===== src/pce_pkg.sv =====
// Shared types and constants for the pixel color effect blend block.
package pce_pkg;

    localparam int CH_W    = 6;
    localparam int N_CH    = 3;
    localparam int COLOR_W = CH_W * N_CH;
    localparam int ALPHA_W = 5;
    localparam int WEIGHT_W = 5;
    localparam int MODE_W  = 2;
    localparam int CFG_W   = 5;
    localparam int COEF_W  = 6;
    localparam int PROD_W  = 2 * CH_W;
    localparam int COEF_MAX = 32;
    localparam int CH_MAX   = 63;
    localparam int ROUND    = 16;
    localparam int FRAC_W   = 5;

    // Configuration register indexes
    typedef enum logic [1:0] {
        CFG_MODE     = 2'd0,
        CFG_TOP_W    = 2'd1,
        CFG_BOT_W    = 2'd2,
        CFG_BRIGHT_W = 2'd3
    } t_cfg_idx;

    // Programmed effect mode
    typedef enum logic [MODE_W-1:0] {
        MODE_NONE   = 2'd0,
        MODE_BLEND  = 2'd1,
        MODE_BRIGHT = 2'd2,
        MODE_DARK   = 2'd3
    } t_mode;

    // Effect actually applied to a pixel
    typedef enum logic [1:0] {
        OP_PASS   = 2'd0,
        OP_BLEND  = 2'd1,
        OP_BRIGHT = 2'd2,
        OP_DARK   = 2'd3
    } t_op;

    // Per-pixel control handed from the selector to the channel units
    typedef struct packed {
        t_op                op;
        logic [COEF_W-1:0]  af;
        logic [COEF_W-1:0]  bf;
        logic [COEF_W-1:0]  y;
    } t_ctrl;

    // Captured input pixel
    typedef struct packed {
        logic [COLOR_W-1:0] top_color;
        logic [ALPHA_W-1:0] top_alpha;
        logic               top_is_first_target;
        logic               top_force_alpha;
        logic [COLOR_W-1:0] bottom_color;
        logic               bottom_is_second_target;
        logic               effects_allowed;
    } t_pix_in;

    // Coefficient as min(32, 2*c)
    function automatic logic [COEF_W-1:0] coef(input logic [WEIGHT_W-1:0] c);
        logic [COEF_W-1:0] d;
        d = {c, 1'b0};
        coef = (d > COEF_W'(COEF_MAX)) ? COEF_W'(COEF_MAX) : d;
    endfunction

endpackage


===== src/pce_in_if.sv =====
// Input pixel channel: valid/ready handshake and pixel fields.
interface pce_in_if;
    logic                         valid;
    logic                         ready;
    logic [pce_pkg::COLOR_W-1:0]  top_color;
    logic [pce_pkg::ALPHA_W-1:0]  top_alpha;
    logic                         top_is_first_target;
    logic                         top_force_alpha;
    logic [pce_pkg::COLOR_W-1:0]  bottom_color;
    logic                         bottom_is_second_target;
    logic                         effects_allowed;

    modport source (
        output valid, top_color, top_alpha, top_is_first_target, top_force_alpha,
               bottom_color, bottom_is_second_target, effects_allowed,
        input  ready
    );
    modport sink (
        input  valid, top_color, top_alpha, top_is_first_target, top_force_alpha,
               bottom_color, bottom_is_second_target, effects_allowed,
        output ready
    );
endinterface


===== src/pce_out_if.sv =====
// Output pixel channel: valid/ready handshake and result color.
interface pce_out_if;
    logic                         valid;
    logic                         ready;
    logic [pce_pkg::COLOR_W-1:0]  pixel_color;

    modport source (output valid, pixel_color, input ready);
    modport sink   (input valid, pixel_color, output ready);
endinterface


===== src/pce_ctrl.sv =====
// Effect selection and coefficient setup for one pixel.
module pce_ctrl (
    input  pce_pkg::t_pix_in               i_pix,
    input  pce_pkg::t_mode                 i_mode,
    input  logic [pce_pkg::WEIGHT_W-1:0]   i_top_weight,
    input  logic [pce_pkg::WEIGHT_W-1:0]   i_bot_weight,
    input  logic [pce_pkg::WEIGHT_W-1:0]   i_bright_weight,
    output pce_pkg::t_ctrl                 o_ctrl
);
    logic            can_shade;
    logic            can_blend;
    logic            forced;
    pce_pkg::t_mode  mode;

    assign can_shade = i_pix.top_is_first_target;
    assign can_blend = (i_pix.top_is_first_target | i_pix.top_force_alpha)
                     & i_pix.bottom_is_second_target;
    assign forced    = i_pix.top_force_alpha & i_pix.bottom_is_second_target;
    assign mode      = forced ? pce_pkg::MODE_BLEND : i_mode;

    always_comb begin
        // Pick the effect that applies to this pixel
        o_ctrl.op = pce_pkg::OP_PASS;
        if (i_pix.effects_allowed) begin
            case (mode)
                pce_pkg::MODE_BLEND:  o_ctrl.op = can_blend ? pce_pkg::OP_BLEND  : pce_pkg::OP_PASS;
                pce_pkg::MODE_BRIGHT: o_ctrl.op = can_shade ? pce_pkg::OP_BRIGHT : pce_pkg::OP_PASS;
                pce_pkg::MODE_DARK:   o_ctrl.op = can_shade ? pce_pkg::OP_DARK   : pce_pkg::OP_PASS;
                default:              o_ctrl.op = pce_pkg::OP_PASS;
            endcase
        end

        // Blend weights: 3D alpha overrides the programmed coefficients
        o_ctrl.y = pce_pkg::coef(i_bright_weight);
        if (forced && (i_pix.top_alpha != '0)) begin
            o_ctrl.af = pce_pkg::COEF_W'(i_pix.top_alpha) + pce_pkg::COEF_W'(1);
            o_ctrl.bf = pce_pkg::COEF_W'(pce_pkg::COEF_MAX) - o_ctrl.af;
        end else begin
            o_ctrl.af = pce_pkg::coef(i_top_weight);
            o_ctrl.bf = pce_pkg::coef(i_bot_weight);
        end
    end
endmodule


===== src/pce_chan.sv =====
// Per-channel weighted sum with rounding and saturation.
module pce_chan (
    input  pce_pkg::t_ctrl                i_ctrl,
    input  logic [pce_pkg::CH_W-1:0]      i_top,
    input  logic [pce_pkg::CH_W-1:0]      i_bot,
    output logic [pce_pkg::CH_W-1:0]      o_ch
);
    localparam int QUO_W = pce_pkg::PROD_W - pce_pkg::FRAC_W;

    logic [pce_pkg::COEF_W-1:0]  mul_a;
    logic [pce_pkg::COEF_W-1:0]  mul_b;
    logic [pce_pkg::CH_W-1:0]    opnd_b;
    logic [pce_pkg::PROD_W-1:0]  prod_a;
    logic [pce_pkg::PROD_W-1:0]  prod_b;
    logic [pce_pkg::PROD_W-1:0]  sum;
    logic [QUO_W-1:0]            quo;

    // Map all effects onto t*A + B*C: brighten uses 63 as the second operand
    always_comb begin
        mul_a  = pce_pkg::COEF_W'(pce_pkg::COEF_MAX) - i_ctrl.y;
        mul_b  = '0;
        opnd_b = '0;
        case (i_ctrl.op)
            pce_pkg::OP_BLEND: begin
                mul_a  = i_ctrl.af;
                mul_b  = i_ctrl.bf;
                opnd_b = i_bot;
            end
            pce_pkg::OP_BRIGHT: begin
                mul_b  = i_ctrl.y;
                opnd_b = pce_pkg::CH_W'(pce_pkg::CH_MAX);
            end
            default: begin
                mul_b  = '0;
                opnd_b = '0;
            end
        endcase
    end

    assign prod_a = i_top * mul_a;
    assign prod_b = opnd_b * mul_b;
    assign sum    = prod_a + prod_b + pce_pkg::PROD_W'(pce_pkg::ROUND);
    assign quo    = sum[pce_pkg::PROD_W-1:pce_pkg::FRAC_W];

    // Saturate, or pass the top channel through
    always_comb begin
        if (i_ctrl.op == pce_pkg::OP_PASS) begin
            o_ch = i_top;
        end else if (quo > QUO_W'(pce_pkg::CH_MAX)) begin
            o_ch = pce_pkg::CH_W'(pce_pkg::CH_MAX);
        end else begin
            o_ch = quo[pce_pkg::CH_W-1:0];
        end
    end
endmodule


===== src/pixel_color_effect_blend_top.sv =====
// Top level of the pixel color effect blend block.
//
// Usage:
//   Pixels enter on i_pix (valid/ready) with top and bottom colors, target
//   flags, the 3D alpha and the window enable. One color per pixel leaves
//   on o_pix (valid/ready), in order.
//   Effect mode and the three weights are written through i_cfg_we,
//   i_cfg_idx and i_cfg_data while no pixel is in flight.
//   An accepted pixel is captured in the input register; its color is
//   loaded into the output register once that register is free, and
//   shown from then on. Throughput: one pixel per cycle unless the receiver
//   stalls; the arithmetic between the two registers is a selector and two
//   6x6 multiplies per channel. Reset clears the configuration registers
//   to zero (no effect) and empties both stages.
//   When the receiver stalls, the output register holds its color and the
//   input register still takes a pixel if it is free; i_pix.ready drops
//   only when both stages are full and the output is not taken.
module pixel_color_effect_blend_top (
    input  logic                           i_clk,
    input  logic                           i_rst_n,
    input  logic                           i_cfg_we,
    input  logic [1:0]                     i_cfg_idx,
    input  logic [pce_pkg::CFG_W-1:0]      i_cfg_data,
    pce_in_if.sink                         i_pix,
    pce_out_if.source                      o_pix
);
    pce_pkg::t_mode                 r_mode;
    logic [pce_pkg::WEIGHT_W-1:0]   r_top_weight;
    logic [pce_pkg::WEIGHT_W-1:0]   r_bot_weight;
    logic [pce_pkg::WEIGHT_W-1:0]   r_bright_weight;
    logic                           r_s1_v;
    pce_pkg::t_pix_in               r_s1;
    logic                           r_out_v;
    logic [pce_pkg::COLOR_W-1:0]    r_out_color;
    logic [pce_pkg::COLOR_W-1:0]    n_out_color;
    logic                           out_adv;
    logic                           s1_adv;
    pce_pkg::t_ctrl                 ctrl;

    // Configuration writes
    always_ff @(posedge i_clk) begin
        if (!i_rst_n) begin
            r_mode          <= pce_pkg::MODE_NONE;
            r_top_weight    <= '0;
            r_bot_weight    <= '0;
            r_bright_weight <= '0;
        end else if (i_cfg_we) begin
            case (pce_pkg::t_cfg_idx'(i_cfg_idx))
                pce_pkg::CFG_MODE:     r_mode <= pce_pkg::t_mode'(i_cfg_data[pce_pkg::MODE_W-1:0]);
                pce_pkg::CFG_TOP_W:    r_top_weight    <= i_cfg_data[pce_pkg::WEIGHT_W-1:0];
                pce_pkg::CFG_BOT_W:    r_bot_weight    <= i_cfg_data[pce_pkg::WEIGHT_W-1:0];
                pce_pkg::CFG_BRIGHT_W: r_bright_weight <= i_cfg_data[pce_pkg::WEIGHT_W-1:0];
                default:               r_mode <= r_mode;
            endcase
        end
    end

    // Stage handshake: each register advances when the one after it is free
    assign out_adv     = !r_out_v || o_pix.ready;
    assign s1_adv      = !r_s1_v || out_adv;
    assign i_pix.ready = s1_adv;

    // Input register
    always_ff @(posedge i_clk) begin
        if (!i_rst_n) begin
            r_s1_v <= 1'b0;
        end else if (s1_adv) begin
            r_s1_v <= i_pix.valid;
        end
    end

    always_ff @(posedge i_clk) begin
        if (s1_adv && i_pix.valid) begin
            r_s1.top_color               <= i_pix.top_color;
            r_s1.top_alpha               <= i_pix.top_alpha;
            r_s1.top_is_first_target     <= i_pix.top_is_first_target;
            r_s1.top_force_alpha         <= i_pix.top_force_alpha;
            r_s1.bottom_color            <= i_pix.bottom_color;
            r_s1.bottom_is_second_target <= i_pix.bottom_is_second_target;
            r_s1.effects_allowed         <= i_pix.effects_allowed;
        end
    end

    // Effect selection
    pce_ctrl u_ctrl (
        .i_pix           (r_s1),
        .i_mode          (r_mode),
        .i_top_weight    (r_top_weight),
        .i_bot_weight    (r_bot_weight),
        .i_bright_weight (r_bright_weight),
        .o_ctrl          (ctrl)
    );

    // One arithmetic unit per color channel
    for (genvar g = 0; g < pce_pkg::N_CH; g++) begin : g_chan
        pce_chan u_chan (
            .i_ctrl (ctrl),
            .i_top  (r_s1.top_color[g*pce_pkg::CH_W +: pce_pkg::CH_W]),
            .i_bot  (r_s1.bottom_color[g*pce_pkg::CH_W +: pce_pkg::CH_W]),
            .o_ch   (n_out_color[g*pce_pkg::CH_W +: pce_pkg::CH_W])
        );
    end

    // Output register
    always_ff @(posedge i_clk) begin
        if (!i_rst_n) begin
            r_out_v <= 1'b0;
        end else if (out_adv) begin
            r_out_v <= r_s1_v;
        end
    end

    always_ff @(posedge i_clk) begin
        if (out_adv && r_s1_v) begin
            r_out_color <= n_out_color;
        end
    end

    assign o_pix.valid       = r_out_v;
    assign o_pix.pixel_color = r_out_color;

    // A pending pixel in the input register always fills the output register when it advances
    a_out_from_s1: assert property (@(posedge i_clk) disable iff (!i_rst_n)
        (out_adv && r_s1_v) |=> r_out_v)
        else $error("output register did not load a pending pixel");

    // Pixels outside the effect window leave unchanged
    a_window_pass: assert property (@(posedge i_clk) disable iff (!i_rst_n)
        (out_adv && r_s1_v && !r_s1.effects_allowed)
            |=> (r_out_color == $past(r_s1.top_color)))
        else $error("pixel outside effect window was modified");

    // A full, stalled pipeline refuses input
    a_full_stall: assert property (@(posedge i_clk) disable iff (!i_rst_n)
        (r_s1_v && r_out_v && !o_pix.ready) |-> !i_pix.ready)
        else $error("input accepted while both stages were full");

    // Mode write lands in the mode register
    a_cfg_mode: assert property (@(posedge i_clk) disable iff (!i_rst_n)
        (i_cfg_we && (i_cfg_idx == pce_pkg::CFG_MODE))
            |=> (r_mode == pce_pkg::t_mode'($past(i_cfg_data[pce_pkg::MODE_W-1:0]))))
        else $error("effect mode write lost");
endmodule

===== src/flat_wrapper.sv =====
// flat-port wrapper written by rule: the top's interface ports become plain ports
module pixel_color_effect_blend_top_flat 
  (i_clk, i_rst_n, i_cfg_we, i_cfg_idx, i_cfg_data, i_pix_valid, i_pix_top_color, i_pix_top_alpha, i_pix_top_is_first_target, i_pix_top_force_alpha, i_pix_bottom_color, i_pix_bottom_is_second_target, i_pix_effects_allowed, i_pix_ready, o_pix_valid, o_pix_pixel_color, o_pix_ready);
  pce_in_if i_pix_i ();
  pce_out_if o_pix_i ();
  input  logic i_clk;
  input  logic i_rst_n;
  input  logic i_cfg_we;
  input  logic [1:0] i_cfg_idx;
  input  logic [pce_pkg::CFG_W-1:0] i_cfg_data;
  input wire logic [$bits(i_pix_i.valid)-1:0] i_pix_valid;
  input wire logic [$bits(i_pix_i.top_color)-1:0] i_pix_top_color;
  input wire logic [$bits(i_pix_i.top_alpha)-1:0] i_pix_top_alpha;
  input wire logic [$bits(i_pix_i.top_is_first_target)-1:0] i_pix_top_is_first_target;
  input wire logic [$bits(i_pix_i.top_force_alpha)-1:0] i_pix_top_force_alpha;
  input wire logic [$bits(i_pix_i.bottom_color)-1:0] i_pix_bottom_color;
  input wire logic [$bits(i_pix_i.bottom_is_second_target)-1:0] i_pix_bottom_is_second_target;
  input wire logic [$bits(i_pix_i.effects_allowed)-1:0] i_pix_effects_allowed;
  output wire logic [$bits(i_pix_i.ready)-1:0] i_pix_ready;
  output wire logic [$bits(o_pix_i.valid)-1:0] o_pix_valid;
  output wire logic [$bits(o_pix_i.pixel_color)-1:0] o_pix_pixel_color;
  input wire logic [$bits(o_pix_i.ready)-1:0] o_pix_ready;
  assign i_pix_i.valid = i_pix_valid;
  assign i_pix_i.top_color = i_pix_top_color;
  assign i_pix_i.top_alpha = i_pix_top_alpha;
  assign i_pix_i.top_is_first_target = i_pix_top_is_first_target;
  assign i_pix_i.top_force_alpha = i_pix_top_force_alpha;
  assign i_pix_i.bottom_color = i_pix_bottom_color;
  assign i_pix_i.bottom_is_second_target = i_pix_bottom_is_second_target;
  assign i_pix_i.effects_allowed = i_pix_effects_allowed;
  assign i_pix_ready = i_pix_i.ready;
  assign o_pix_valid = o_pix_i.valid;
  assign o_pix_pixel_color = o_pix_i.pixel_color;
  assign o_pix_i.ready = o_pix_ready;
  pixel_color_effect_blend_top u_core (.i_clk(i_clk), .i_rst_n(i_rst_n), .i_cfg_we(i_cfg_we), .i_cfg_idx(i_cfg_idx), .i_cfg_data(i_cfg_data), .i_pix(i_pix_i), .o_pix(o_pix_i));
endmodule

===== config.mk =====
export PLATFORM = sky130hd
export DESIGN_NAME = pixel_color_effect_blend_top_flat
export DESIGN_NICKNAME = d
export VERILOG_FILES = /design/src/pce_pkg.sv /design/src/pce_in_if.sv /design/src/pce_out_if.sv /design/src/pce_ctrl.sv /design/src/pce_chan.sv /design/src/pixel_color_effect_blend_top.sv /design/src/flat_wrapper.sv
export SDC_FILE = /design/constraint.sdc
export NUM_CORES = 1
export LEC_CHECK = 0
export ABC_AREA = 1
export BUFFER_PORTS_ARGS = -buffer_cell sky130_fd_sc_hd__buf_2
export CORE_MARGIN = 4
export CORE_UTILIZATION = 40
export DETAILED_ROUTE_END_ITERATION = 16
export PLACE_DENSITY = 0.59
export SETUP_SLACK_MARGIN = 0.4
export SLEW_MARGIN = 20
export SYNTH_ARGS = -nofsm -noshare
export SYNTH_HDL_FRONTEND = slang
export SYNTH_SLANG_ARGS = --single-unit

===== constraint.sdc =====
create_clock -name i_clk -period 8.8 [get_ports i_clk]
set_clock_uncertainty 0.05 [all_clocks]
set_input_delay 0.44 -clock i_clk [delete_from_list [all_inputs] [get_ports i_clk]]
set_output_delay 0.44 -clock i_clk [all_outputs]
set_load 0.005 [all_outputs]

=== Word-level counts from Yosys, hierarchy flattened ===
Index checks and enable logic that the tools add are counted.

* Flip-flop bits (word level): 82
* Input port bits: 57
* Output and inout bits: 20
* Word-level logic and storage cells: 81

* Add/sub/neg operators: 9
* Multipliers: 6
* Magnitude comparators: 6
* Eq/ne operators: 8
* Muxes and demuxes: 21
* Bitwise gates (word level): 3
* Reductions and logical operators: 14

{| class="wikitable"
|+ Operator list
! kind !! count
|-
| $mul 6x6->12 || 6
|-
| $mux 6 || 10
|-
| $pmux 6 s2 || 4
|-
| $add 12x12->12 || 3
|-
| $add 12x5->12 const B || 3
|-
| $gt 7x6->1 const B || 3
|-
| $gt 6x6->1 const B || 3
|-
| $mux 12 || 1
|-
| $sub 6x6->6 const A || 2
|-
| $eq 2x2->1 const B || 5
|-
| $mux 2 || 4
|-
| $reduce_and 2->1 || 4
|-
| $add 5x1->6 const B || 1
|-
| $eq 2x1->1 const B || 3
|-
| $pmux 2 s3 || 1
|-
| $reduce_bool 5->1 || 1
|-
| $logic_not 2->1 || 2
|-
| $logic_and 1x1->1 || 3
|-
| $and 1x1->1 || 2
|-
| $logic_not 1->1 || 2
|-
| $logic_or 1x1->1 || 2
|-
| $mux 1 || 1
|-
| $or 1x1->1 || 1
|}

=== Depth between registers and ports, before layout ===
* Depth in word-level cells: 13
* Gate-level depth with buffers: 36
* Depth with buffers taken out: 35

=== Cells and area by module ===
From an unflattened synthesis, not the netlist that was laid out.

* Cell total of the unflattened synthesis: 1509
* Area, all modules: 11898.9 um2

{| class="wikitable"
|+ By module, submodules not included
! module !! times used !! cells an instance !! area an instance (um2) !! seq. area each (um2)
|-
| pce_chan (u_core.g_chan[1].u_chan) || 1 || 412 || 2930.3 || 0.0
|-
| pce_chan (u_core.g_chan[0].u_chan) || 1 || 414 || 2914.0 || 0.0
|-
| pce_chan (u_core.g_chan[2].u_chan) || 1 || 396 || 2845.2 || 0.0
|-
| pixel_color_effect_blend_top || 1 || 187 || 2701.3 || 2272.2
|-
| pce_ctrl || 1 || 100 || 508.0 || 0.0
|}

=== Worst setup path before layout ===
OpenSTA, ideal clock, no wires.

* Path type: reg2reg
* From: register u_core.r_s1[1] (netlist bit)
* To: register u_core.r_out_color, in the netlist u_core.o_pix.pixel_color[17], data pin
* Setup time: 253 ps
* Data arrival time: 5768 ps
* Required time: 8497 ps
* Setup slack: 2729 ps
* Cell stages (with the launch flop): 26
* Buffers on the path: 1
* Clock period less this slack: 6071 ps
* Path through: edfxtp_1 > nand2_1 > inv_1 > a21oi_1 > nor3_1 > inv_1 > ha_1 > inv_1 > buf_1 > a21oi_1 > and2_1 > fa_1 > fa_1 > fa_1 > fa_1 > inv_1 > fa_1 > inv_1 > ha_1 > a21o_1 > a221oi_1 > nand2_1 > nand2_1 > nand3_1 > nor2_1 > nor2_1

* Cells in the longest elaborated chain, start to end: 13
* Elaborated cells between the ends (all ways): 24
* Those cells by class: 2 x add/sub; 2 x mul; 1 x order compare; 5 x eq/ne; 10 x mux; 2 x bitwise; 2 x reduce/logical

{| class="wikitable"
|+ RTL lines
! item !! RTL line !! source
|-
| start, declared || pixel_color_effect_blend_top.sv:32 || <nowiki>pce_pkg::t_pix_in r_s1;</nowiki>
|-
| $and 1x1->1 || pce_ctrl.sv:18 || <nowiki>assign forced = i_pix.top_force_alpha & i_pix.bottom_is_second_target;</nowiki>
|-
| $mux 2 || pce_ctrl.sv:19 || <nowiki>assign mode = forced ? pce_pkg::MODE_BLEND : i_mode;</nowiki>
|-
| $eq 2x2->1 or $eq 2x1->1 (tied branches) || pce_ctrl.sv:25 || <nowiki>case (mode)</nowiki>
|-
| $pmux 2 s3 || pce_ctrl.sv:25 ||
|-
| $mux 2 || pce_ctrl.sv:24 || <nowiki>if (i_pix.effects_allowed) begin</nowiki>
|-
| $eq 2x2->1 or $eq 2x1->1 (tied branches) || pce_chan.sv:23 || <nowiki>case (i_ctrl.op)</nowiki>
|-
| $pmux 6 s2 or $mux 6 (tied branches) || pce_chan.sv:23 ||
|-
| $mul 6x6->12, on equally long branches || pce_chan.sv:41, pce_chan.sv:40 ||
|-
| $add 12x12->12 || pce_chan.sv:42 || <nowiki>assign sum = prod_a + prod_b + pce_pkg::PROD_W'(pce_pkg::ROUND);</nowiki>
|-
| $add 12x5->12 || pce_chan.sv:42 ||
|-
| $gt 7x6->1 || pce_chan.sv:49 || <nowiki>end else if (quo > QUO_W'(pce_pkg::CH_MAX)) begin</nowiki>
|-
| $mux 6 || pce_chan.sv:49 ||
|-
| $mux 6 * || pce_chan.sv:47 || <nowiki>if (i_ctrl.op == pce_pkg::OP_PASS) begin</nowiki>
|-
| named net u_core.g_chan[2].u_chan.o_ch, one bit || pce_chan.sv:6 || <nowiki>output logic [pce_pkg::CH_W-1:0] o_ch</nowiki>
|-
| end signal, assigned || pixel_color_effect_blend_top.sv:115 || <nowiki>r_out_color <= n_out_color;</nowiki>
|-
| end, declared || pixel_color_effect_blend_top.sv:34 || <nowiki>logic [pce_pkg::COLOR_W-1:0] r_out_color;</nowiki>
|}

The timed path passes the listed nets; every way through them passes the cells marked *.
A chain may end at the register's enable or synchronous reset.

=== Worst setup path in the final report ===
* From: register u_core.r_s1[1] (netlist bit)
* To: register u_core.r_out_color, in the netlist u_core.o_pix.pixel_color[9], data pin

* Cells in the longest elaborated chain, start to end: 13
* Elaborated cells between the ends (all ways): 24
* Those cells by class: 2 x add/sub; 2 x mul; 1 x order compare; 5 x eq/ne; 10 x mux; 2 x bitwise; 2 x reduce/logical

{| class="wikitable"
|+ RTL lines
! item !! RTL line
|-
| $and 1x1->1 || pce_ctrl.sv:18
|-
| $mux 2 || pce_ctrl.sv:19
|-
| $eq 2x2->1 or $eq 2x1->1 (tied branches) || pce_ctrl.sv:25
|-
| $pmux 2 s3 || pce_ctrl.sv:25
|-
| $mux 2 || pce_ctrl.sv:24
|-
| $eq 2x2->1 or $eq 2x1->1 (tied branches) || pce_chan.sv:23
|-
| $pmux 6 s2 or $mux 6 (tied branches) || pce_chan.sv:23
|-
| $mul 6x6->12, on equally long branches || pce_chan.sv:41, pce_chan.sv:40
|-
| $add 12x12->12 || pce_chan.sv:42
|-
| $add 12x5->12 || pce_chan.sv:42
|-
| $gt 7x6->1 || pce_chan.sv:49
|-
| $mux 6 || pce_chan.sv:49
|-
| $mux 6 * || pce_chan.sv:47
|-
| named net u_core.g_chan[1].u_chan.o_ch, one bit || pce_chan.sv:6
|}

Marks and branches as above.

==> flow_metrics.tcl <==
set metrics [dict create \
    layout-drive-gt1-share_pct 9.79 \
    finalHoldViolations 0 \
    start_kind "flip-flop" \
    core_area_sq_mm 0.0271 \
    crit_family "adder cells" \
    n_antenna_cell 0 \
    syn_area_per_cell_sq_um 8.19 \
    final-setup-viol-count 0 \
    dr.pass1.iters 5 \
    clock_latency_ns 0.36 \
    wl_per_cell_microns 15.1 \
    die_area_sq_mm 0.0305 \
    ir_worst_vdd_v 0.000110 \
    ant_nets 0 \
    maxCapViolations 0 \
    syn-num-nets 1680 \
    total_power_w 0.00165 \
    critical_path_class "reg -> reg" \
    numCtsBuffers 9 \
    synthCells 1355 \
    die_w_microns 175 \
    synth_top_cells_by_count "334 x inv_1, 290 x nand2_1, 144 x fa_1" \
    grt_max_degree 46 \
    hold_class "in -> reg" \
    portBuffers 76 \
    totalWireLength_microns 27100 \
    ys_ff_latch 82 \
    cts_root_buffer "clkbuf_16" \
    cp_num_buf_inv 5 \
    p_leak_nw 6.26 \
    synthArstFlopShare_pct 0 \
    grt_pass1_vias 8908 \
    drv_slew 0 \
    cp_data_required_time_ns 8.87 \
    nets 1750 \
    cp_slowest_stage_delay_ns 1.01 \
    dp_hpwl_microns 21900 \
    synthToLayoutAreaGrowth_pct 9.64 \
    htree_levels 3 \
    grtUsageTotal_pct 18.5 \
    gr-total-overflow 0 \
    cpMostUsedCell "nand2_1" \
    synth_cell_types 46 \
    cp_slowest_cell "o21ai_1" \
    cp_max_fo 24 \
    gp_congestion 0.855 \
    dominantRegCellSynth "edfxtp_1" \
    drc 0 \
    synth_area_sq_mm 0.0111 \
    postCtsHoldBufs 0 \
    tightest_slew_ns 1.10 \
    crit_arrival_ns 7.27 \
    outcome "finished, final reports clean" \
    rsz0062_at_grt "no" \
    antenna_found_initial 0 \
    synth_top_area_share_pct 26.0 \
    synthTopCellsByArea "fa_1 26%, edfxtp_1 17%, ha_1 14%" \
    drtIter0Drc 436 \
    synth-edff-count 63 \
    cts_tree "built" \
    clk_path_buf_depth 2 \
    dr_total_vias 8598 \
    crit_path_end_kind "flip-flop" \
    die_y_microns 175 \
    rows 60 \
    synth.most_common_cell "inv_1" \
    yosys.area.top_type "fa_1" \
    path_clk_slew_ns 0.08 \
    via_per_inst 4.77 \
    setup_tns_ns 0 \
    yosysSeqAreaShare_pct 20.5 \
    cts.sinks 82 \
    ys_warn_count 0 \
    post_cts_resized 0 \
    post_cts_buffers 0 \
    min_period_over_period_pct 81.8 \
    slew_headroom_pct 26.4 \
    grt_pass1_wl_microns 44800 \
    start_util_pct 40.9 \
    fmax_ghz 0.139 \
    pwr_density_cell_mw_per_mm2 135 \
    io_pins 77 \
    min_period_ns 7.20 \
]
kinds of logic after synthesis:
group / Yosys count / share of synthesized area (%)
AO/OA/AOI/OAI: 106 / 5.82
XOR/XNOR: 25 / 1.97
adder cells (fa/ha/maj): 268 / 40.0
buffers and inverters: 364 / 12.8
flip-flops: 82 / 20.5
AND/OR/NAND/NOR: 510 / 19.0
sequential cells by signal (all words and copies together) (netlist names):
register	count
u_core.r_bot_weight	5
u_core.o_pix.valid	1
u_core.r_mode	2
u_core.r_top_weight	5
u_core.r_s1_v	1
u_core.r_s1	45
u_core.r_bright_weight	5
u_core.o_pix.pixel_color	18
final timing paths:
kind                                            endpoint                                    from  cells after the start  slack (ns)
setup / recovery   u_core.o_pix.pixel_color[9]$_DFFE_PP_                u_core.r_s1[1]$_DFFE_PP_                     27        1.60
hold / removal                 u_core.r_s1[23]$_DFFE_PP_                      i_pix_top_alpha[1]                      1        0.20
setup reg to reg   u_core.o_pix.pixel_color[9]$_DFFE_PP_                u_core.r_s1[1]$_DFFE_PP_                     27        1.60
hold reg to reg   u_core.r_bright_weight[1]$_SDFFE_PN0P_  u_core.r_bright_weight[1]$_SDFFE_PN0P_                      2        0.42
layout by cell type, fill, tap and decap left out, drive strengths merged:
master   instances
inv            343
nand2          300
fa             144
nor2           140
ha             124
buf             81
edfxtp          63
a21oi           51
nand3           36
o21ai           35
dfxtp           19
xnor2           16
and2            12
nor3            12
xor2             9
clkbuf           9
nand4            6
clkinv           6
o21bai           5
a31oi            4
o211ai           4
or2              3
o21a             2
a21o             2
o2111ai          1
a211oi           1
nand3b           1
a221oi           1
area by class of cell:
type	instances	area (sq um)
repair buffers	81	418
clock inverters	7	83.8
flip-flops and latches	82	2270
multi-input cells	909	7410
fillers	2764	14900
well taps	372	465
clock buffers	9	225
inverters	342	1290
where the power goes:
group | total [W] | internal [W] | leakage (nW) | switching, W
combinational | 0.000774 | 0.000293 | 5.34 | 0.000481
clock | 0.000410 | 0.000204 | 0.151 | 0.000206
sequential | 0.000463 | 0.000444 | 0.764 | 0.0000185
metrics by stage:
step	util [%]	std cells	hold WS, ns	worst slack (ns)	instance area (sq um)
2_1_floorplan	-	1355	0.379	2.73	11100
6_report	44.9	1802	0.197	1.60	12200
3_3_place_gp	43.7	1786	0.409	1.81	11900
5_1_grt	44.9	1802	0.183	0.972	12200
3_5_place_dp	43.7	1786	0.421	1.63	11900
4_1_cts	44.9	1802	0.185	1.60	12200
layer usage:
metal / share of wire, % / wire length [microns] / vias to the layer above / track usage [%]
li1: - / - / 4228 / -
met1: 45 / 12200 / 4149 / 24.4
met2: 48 / 13000 / 185 / 31.5
met3: 4.6 / 1250 / 36 / 3.07
met4: 2.7 / 720 / 0 / 5.34
met5: 0 / 0 / - / 0
Note: power is estimated with default switching activity, not from simulation.
